===== config.mk =====
export PLATFORM = sky130hd
export DESIGN_NAME = cabr_out_fifo
export DESIGN_NICKNAME = d
export VERILOG_FILES = /design/src/hw/rtl/cabr_pkg.sv /design/src/hw/rtl/cabr_out_fifo.sv
export SDC_FILE = /design/constraint.sdc
export NUM_CORES = 1
export LEC_CHECK = 0
export BUFFER_PORTS_ARGS = -buffer_cell sky130_fd_sc_hd__buf_4
export CAP_MARGIN = 30
export CORE_UTILIZATION = 39
export DETAILED_ROUTE_END_ITERATION = 16
export PLACE_DENSITY_LB_ADDON = 0.1
export SETUP_SLACK_MARGIN = 0.1
export SYNTH_ARGS = -nofsm -noshare
export SYNTH_HDL_FRONTEND = slang
export SYNTH_SLANG_ARGS = --single-unit

===== constraint.sdc =====
create_clock -name clock -period 3.1 [get_ports clock]
set_input_delay 0.465 -clock clock [delete_from_list [all_inputs] [get_ports clock]]
set_output_delay 0.465 -clock clock [all_outputs]
set_load 0.05 [all_outputs]

===== src/hw/rtl/cabr_pkg.sv =====
package cabr_pkg;

   localparam int MAX_HEIGHT = 256;
   localparam int MAX_WIDTH  = 256;

   localparam int ROW_AW = $clog2(MAX_HEIGHT);
   localparam int COL_AW = $clog2(MAX_WIDTH);
   localparam int ADDR_W = ROW_AW + COL_AW;

   localparam int CNT_W      = 8;
   localparam int LIM_W      = 9;
   localparam int CH_MAX     = 255;
   localparam int DATA_W     = 32;
   localparam int ACT_W      = 31;
   localparam int CSR_IDX_W  = 8;
   localparam int CSR_DATA_W = 9;

   localparam int FIFO_DEPTH = 4;
   localparam int FIFO_AW    = $clog2(FIFO_DEPTH);
   localparam int FIFO_CW    = $clog2(FIFO_DEPTH + 1);
   localparam int PEND_W     = 2;

   localparam logic [CSR_IDX_W-1:0] CSR_CHANNELS_IN  = CSR_IDX_W'(0);
   localparam logic [CSR_IDX_W-1:0] CSR_CHANNELS_OUT = CSR_IDX_W'(1);
   localparam logic [CSR_IDX_W-1:0] CSR_PLANE_HEIGHT = CSR_IDX_W'(2);
   localparam logic [CSR_IDX_W-1:0] CSR_PLANE_WIDTH  = CSR_IDX_W'(3);

   typedef struct packed {
      logic [ADDR_W-1:0] addr;
      logic              first;
      logic              emit;
      logic [CNT_W-1:0]  out_channel;
      logic [CNT_W-1:0]  pixel_row;
      logic [CNT_W-1:0]  pixel_col;
      logic              run_last;
   } tag_type;

   typedef struct packed {
      logic [ACT_W-1:0] activation;
      logic [CNT_W-1:0] out_channel;
      logic [CNT_W-1:0] pixel_row;
      logic [CNT_W-1:0] pixel_col;
      logic             run_last;
   } result_type;

endpackage


===== src/hw/rtl/cabr_out_fifo.sv =====
module cabr_out_fifo (
   input  logic                             clock,
   input  logic                             reset,
   input  logic                             push,
   input  cabr_pkg::result_type             push_data,
   input  logic                             pop,
   output logic                             head_valid,
   output cabr_pkg::result_type             head,
   output logic [cabr_pkg::FIFO_CW-1:0]     count
);

   cabr_pkg::result_type              entry_ff [cabr_pkg::FIFO_DEPTH];
   logic [cabr_pkg::FIFO_AW-1:0]      wr_ptr_ff, rd_ptr_ff;
   logic [cabr_pkg::FIFO_CW-1:0]      count_ff, count_in;
   logic                              do_pop;

   assign do_pop = pop && (count_ff != '0);

   always_comb begin
      count_in = count_ff;
      unique case ({push, do_pop})
         2'b10:   count_in = count_ff + cabr_pkg::FIFO_CW'(1);
         2'b01:   count_in = count_ff - cabr_pkg::FIFO_CW'(1);
         default: count_in = count_ff;
      endcase
   end

   always_ff @(posedge clock) begin
      if (push) begin
         entry_ff[wr_ptr_ff] <= push_data;
      end
   end

   always_ff @(posedge clock) begin
      if (reset) begin
         wr_ptr_ff <= '0;
         rd_ptr_ff <= '0;
         count_ff  <= '0;
      end else begin
         if (push) begin
            wr_ptr_ff <= wr_ptr_ff + cabr_pkg::FIFO_AW'(1);
         end
         if (do_pop) begin
            rd_ptr_ff <= rd_ptr_ff + cabr_pkg::FIFO_AW'(1);
         end
         count_ff <= count_in;
      end
   end

   assign head_valid = (count_ff != '0);
   assign head       = entry_ff[rd_ptr_ff];
   assign count      = count_ff;

endmodule


# Word-level counts from Yosys, hierarchy flattened

Memories as Yosys holds them, arrays and structs flattened. A register that Yosys moved wholly into a read port is not among the register bits.
Index checks and enable logic that the tools add are counted.

Add/sub/neg operators: 4
Eq/ne operators: 2
Reductions and logical operators: 3
Muxes and demuxes: 5

Operators with widths:

| kind                                                                  | number |
|---|---|
| 3-bit one-hot mux with 2 select lines                                 | 1 |
| 2-bit by 1-bit adder with 2-bit output, second input constant         | 2 |
| 2-bit two-way mux                                                     | 2 |
| 3-bit by 1-bit adder with 3-bit output, second input constant         | 1 |
| 3-bit nonzero test                                                    | 1 |
| 3-bit by 1-bit subtractor with 3-bit output, second input constant    | 1 |
| 2-bit by 1-bit equality test with 1-bit output, second input constant | 1 |
| 2-bit equality test, second input constant                            | 1 |
| 1-bit two-way mux                                                     | 2 |
| 2-bit nonzero test                                                    | 1 |
| 1-bit logical AND                                                     | 1 |

Memories kept: 1
RAM bits: 224
Input bits: 60
Output and inout bits: 60
Bits in registers: 7

Memories:

| memory   | words | bits a word | read ports | clocked after Yosys merged registers in | wr ports | line                | source |
|---|---|---|---|---|---|---|---|
| entry_ff | 4     | 56          | 1          | 1                                       | 1        | cabr_out_fifo.sv:12 | `cabr_pkg::result_type entry_ff [cabr_pkg::FIFO_DEPTH];` |

# Longest topological paths before layout

Gate-level depths: netlist of the first run.

Depth in word-level cells: 4
Gate-level depth with buffers: 7

# Least setup slack after synthesis of the first run

No wires, ideal clock.

Path kind: reg-to-reg
From: register wr_ptr_ff[0] in the netlist's numbering
To: memory entry_ff[2][0] in the netlist's numbering (enable)
Path buffers: 0
Setup slack: 0.812 ns
Required time: 2.681 ns
Arrival time: 1.869 ns
Setup time: 0.419 ns
Period minus slack after synthesis: 2.288 ns
Cell stages (with the launch flop): 4
Path through: dfxtp_1 inv_1 ha_1 and2_1

RTL lines:

| what                   | line                | source |
|---|---|---|
| start, declared        | cabr_out_fifo.sv:13 | `logic [cabr_pkg::FIFO_AW-1:0] wr_ptr_ff, rd_ptr_ff;` |
| start signal, assigned | cabr_out_fifo.sv:41 | `wr_ptr_ff <= wr_ptr_ff + cabr_pkg::FIFO_AW'(1);` |
| end, declared          | cabr_out_fifo.sv:12 |  |

No word-level cell before the write port.

==> results.tsv, run 1 <==
metric	value	unit
initial DRC count	166	
initial antenna violation count	0	
global-route wire length before repair	23.54	mm
H-tree depth	1	
Routed Antenna Nets	0	
Initial Utilization	40.20	%
Sequential Power Share	43.0	%
worst-case vdd ir drop	0.6389	mV
critical path required time	2.63	ns
CP peak stage delay	0.58	ns
hold_ws	0.1576	ns
core area	21290	sq um
Clock Skews	0.008970	ns
DIE AREA	22540	sq um
final setup vio count	0	
Site Rows	53	
part of the cycle the worst path needs	85.32	%
Slew HR	38.09	%
CTS buffer count	24	
overflow left after global routing	0	
RePlAce Congestion	0.6679	
Die X-Extent	150.1	um
most used cell along the critical path	buf_4	
Slew Viols, Final	0	
Period minus WS final	2.645	ns
vias in the first global route	4193	
Synth Register Bits	233	
critical-path maximum fanout	17	
Clk pwr share	30.7	%
commonest non-fill, non-tap cells in the layout	edfxtp_1, buf_4, mux4_2	
Clock Tree Root	clkbuf_16	
# diodes	0	
Setup crit start kind	flop	
critical path endpoint category	output port	
placed cell area	9737	sq um
Slew @ Worst Pin	0.9287	ns
RSZ-0062 raised after global routing	false	
library cells used by synthesis	21	
Int Pwr	6087	uW
Port Buffer Count	119	
Pre-Repair DR Iteration Count	4	
layout cells sized above 1	43.90	%
Setup TNS	0	ns
max cap viols	0	
crit path max-delay cell type	dfxtp_4	
clock sink count	233	
Vias	3855	
Area Overhead vs Synth	22.40	%
placed insts	724	
GR Util All Layers	14.30	%
Clock Path Buffers	3	
Post-Syn Area per Cell	25.25	sq um
Worst-Skew Late Latency	0.51	ns
CTS resizes	0	
status	complete, no violations	
Clock transition at path regs	0.06	ns
Via density	5.026	
# IOs	120	
FMAX	378.1	MHz
Syn Inst Count	339	
switch share	30.42	%
Post-Syn Nets	405	
Hold Crit Class	primary input to flop	
Static Leak	0.003507	uW
TritonCTS clock tree	done	
synthesized area	8558	sq um
hold_buf cts	0	
commonest non-fill, non-tap cell in the layout	edfxtp_1	
crit-path cells	buf_4, mux4_2, buf_4	
final hold vios	0	
critical path arrival	2.18	ns
Nets	541	
Wirelength per Cell	20.37	um
post-CTS setup buffer count	0	
critical path class	flop to output port	
Sw Pwr	2661	uW
post-synthesis sequential area ratio	80.70	%
pre-CTS setup slack	0.9300	ns
Layout fillers	1762	
DPL Wire Length	8.784	mm
final non-filler cell area	10480	sq um
pin count of the biggest net entering global routing	57	
Die H	150.1	um
drt total wl	15.62	mm
drt drc	0	
combinational power share	26.3	%
final cell count without fillers	767	
Final WS setup	0.4549	ns
power density cells	835.2	nW/um^2
synth warn	0	
==> kinds of logic after synthesis <==
group,Yosys count,share of synthesized area (%)
flops,233,80.70
mux,57,14.85
buf+inv,19,1.798
simple gates,14,0.7894
fa+ha+maj,6,0.9649
compound gates,5,0.3801
xor+xnor,5,0.5118
==> worst max-delay path: cells and delay by family (launching register included) <==
kind     cells  cell delay, ns
buf+inv      2            0.52
flops        1            0.58
mux          1            0.56
==> cell usage after synthesis (all sizes together) <==
cell type,count,area [sq um]
edfxtp,224,6726
mux4,56,1261
buf,11,123.9
dfxtp,9,180.2
nor2,8,30.03
inv,6,22.52
ha,5,62.56
and2,4,25.02
xor2,3,26.28
a21oi,2,10.01
clkbuf,2,7.510
or3,2,12.51
xnor2,2,17.52
fa,1,20.02
mux2i,1,10.01
o21ai,1,5.000
o311ai,1,8.760
o31a,1,8.760
==> layout make-up <==
type / count / area (sq um) / area share [%]
Timing Repair Buffer: 123 / 948.4 / 9.054
Multi-Input combinational cell: 87 / 1508 / 14.39
Clock buffer: 38 / 684.4 / 6.534
Inverter: 6 / 22.52 / 0.2150
Tap cell: 275 / 344.1 / 3.285
Clock inverter: 5 / 53.80 / 0.5136
Sequential cell: 233 / 6914 / 66.01
==> stage by stage <==
step | total power (uW) | util, %
after detailed placement | 6183 | 45.74
after floorplan | 5552 | -
after global routing | 9078 | 49.21
after global placement | 6160 | 45.74
after CTS | 8881 | 49.21
final | 8748 | 49.21
==> worst paths after layout <==
check / depth (start not counted) / end / slack [ns] / startpoint
max: 3 / head[42] / 0.45 / flop
min: 1 / entry_ff[2][7] / 0.16 / push_data[7]
max reg2reg: 7 / count[2] / 1.13 / count[0]
min reg2reg: 2 / flop / 0.53 / rd_ptr_ff[0]
==> per-layer routing <==
layer	track usage (%)	share of wire, %	wire length (um)
met4	4.545	1.9	291
met5	0	0	0
met1	17.15	40	6237
met2	25.14	52	8095
met3	3.758	6.4	996
==> power groups by stage <==
| stage | clock network (uW) | logic, uW | registers [uW] |
|---|---|---|---|
| after floorplan | 0 | 1750 | 3800 |
| after global placement | 0 | 2330 | 3830 |
| after detailed placement | 0 | 2350 | 3830 |
| after CTS | 2760 | 2350 | 3770 |
| after global routing | 2870 | 2420 | 3780 |
| final | 2690 | 2300 | 3760 |
==> flip-flops by register name (all words and copies together) (netlist names), named ones only <==
register   cells
entry_ff     224
rd_ptr_ff      2
wr_ptr_ff      2
count          3
(Power assumes the default switching activity.)
==> inputs of run 2 (changes only) <==
--- a/config.mk
+++ b/config.mk
@@ -5,6 +5,7 @@
 export SDC_FILE = /design/constraint.sdc
 export NUM_CORES = 1
 export LEC_CHECK = 0
+export ABC_AREA = 1
 export BUFFER_PORTS_ARGS = -buffer_cell sky130_fd_sc_hd__buf_4
 export CAP_MARGIN = 30
 export CORE_UTILIZATION = 39
==> constraint.sdc (replaced) <==
create_clock -name clock -period 3.1 [get_ports clock]
set_input_delay 0.465 -clock clock [delete_from_list [all_inputs] [get_ports clock]]
set_output_delay 0.465 -clock clock [all_outputs]
set_load 0.02 [all_outputs]
==> results.tsv, run 2 <==
metric	value	unit
Area Overhead vs Synth	21.17	%
GR Util All Layers	16.34	%
Via density	4.961	
CTS buffer count	25	
Hold Crit Class	primary input to flop	
Post-synth EDFFs	224	
Site Rows	55	
post-synthesis sequential area ratio	75.43	%
Syn Inst Count	607	
commonest non-fill, non-tap cells in the layout	edfxtp_1, buf_4, nor2_1	
Post-Syn Nets	673	
initial antenna violation count	1	
layout cells sized above 1	31.47	%
critical path arrival	2.14	ns
DPL Wire Length	11.42	mm
CP peak stage delay	0.40	ns
vias in the first global route	5335	
RePlAce Congestion	0.7458	
part of the cycle the worst path needs	83.90	%
hold_ws	0.1282	ns
drt drc	0	
critical-path maximum fanout	56	
Slew Viols, Final	0	
CTS resizes	0	
crit path max-delay cell type	buf_4	
library cells used by synthesis	23	
hold depth	2	
Initial Utilization	40.08	%
Post-synth top cells	edfxtp_1, nor2_1, o21ai_0	
Worst-Skew Late Latency	0.52	ns
power density cells	738.9	nW/um^2
ys async rst share	0	%
RSZ-0062 raised after global routing	false	
reg2reg end	entry_ff[1][6]	
Nets	801	
Routed Antenna Nets	0	
Clock Path Buffers	3	
Die H	155.2	um
critical path required time	2.63	ns
hold_buf cts	0	
Port Buffer Count	119	
global-route wire length before repair	29.71	mm
r2r startpoint	wr_ptr_ff[1]	
Vias	5293	
Wirelength per Cell	18.44	um
Synth Register Bits	233	
Slew HR	48.46	%
max reg flops	224	
area of the multi-input gates	1916	sq um
ys flop type	edfxtp_1	
register area	6912	sq um
Clock transition at path regs	0.06	ns
critical path endpoint category	output port	
final hold vios	0	
FMAX	384.5	MHz
Layout fillers	2037	
status	complete, no violations	
commonest non-fill, non-tap cell in the layout	edfxtp_1	
Period minus WS final	2.601	ns
overflow left after global routing	0	
clock sink count	233	
initial DRC count	215	
worst-case vdd ir drop	0.5264	mV
critical path class	flop to output port	
DIE AREA	24090	sq um
Slew @ Worst Pin	0.7720	ns
hold_sp	reset	
synth warn	0	
Setup TNS	0	ns
TritonCTS clock tree	done	
Clock Skews	0.01414	ns
Pre-Repair DR Iteration Count	6	
core area	22850	sq um
drt total wl	19.68	mm
Yosys top cell area share	73.46	%
reg2reg setup slack	1.20	ns
Setup crit start kind	flop	
# IOs	120	
Worst R2R Path Depth	5	
pin count of the biggest net entering global routing	113	
crit-path cells	inv_6, buf_4, nor2_1, o22ai_1, buf_4	
Static Leak	0.003870	uW
synth top area cells	edfxtp_1, o21ai_0, nor2_1, o22ai_2, nor2_4	
final setup vio count	0	
most used cell along the critical path	buf_4	
Die X-Extent	155.2	um
max cap viols	0	
most frequent cell after synthesis	edfxtp_1	
Post-Syn Area per Cell	15.08	sq um
H-tree depth	1	
Top reg by flops	entry_ff	
post-CTS setup buffer count	0	
cell taking the most area after synthesis	edfxtp_1	
Clock Tree Root	clkbuf_16	
synthesized area	9156	sq um
## run 2: logic make-up after synthesis
group                    count (synthesis)  synth area share [%]
AO/OA/AOI/OAI                          177                 12.38
AND/OR/NAND/NOR                        136                 7.639
buffers and inverters                   55                 3.649
adder cells (fa/ha/maj)                  6                0.9019
flip-flops                             233                 75.43
## run 2: cell type report
type	instances	share of cell area (%)
antenna	1	0.02256
clock buffer	30	5.808
clock inverter	15	0.7782
inverter	19	0.6879
multi-input combinational	319	17.27
sequential	233	62.30
tap	313	3.530
timing repair buffer	137	9.609
## run 2: layer usage
metal	track usage (%)	share of wire, %	routed length [um]	vias to the layer above
met4	4.108	1.6	309	0
met1	20.62	43	8539	2645
met2	28.19	49	9719	105
met5	0	0	0	-
met3	4.039	5.6	1108	28
li1	-	-	-	2515
## run 2: critical path, delay by kind of cell, from the launching register on
family	cells	cell delay, ns
buf+inv	3	0.95
simple gates	1	0.07
flops	1	0.36
compound gates	1	0.22
## run 2: worst max path at each step
stage                      start              to  cells past startpoint
floorplan           wr_ptr_ff[0]  entry_ff[2][0]                      4
global placement            flop        head[44]                      5
detailed placement          flop        head[51]                      5
CTS                         flop        head[51]                      5
global route                flop         head[2]                      5
finish                      flop        head[44]                      5
## run 2: through the flow
step	setup slack [ns]	utilization (%)	total power, uW	cell area (sq um)	cells
after floorplan	1.010	-	4963	9156	607
after global placement	1.007	45.35	5622	10360	1021
after detailed placement	0.9843	45.35	5665	10360	1021
after CTS	0.4406	48.55	8316	11090	1066
after global routing	0.3835	48.55	8557	11090	1066
final	0.4990	48.56	8197	11090	1067
## run 2: power by group
group | leakage (uW) | total, uW | internal, uW | switching (uW)
Sequential | 0.00213 | 3680 | 3610 | 64.7
Clock | 0.000357 | 2630 | 1490 | 1150
Combinational | 0.00138 | 1890 | 690 | 1200
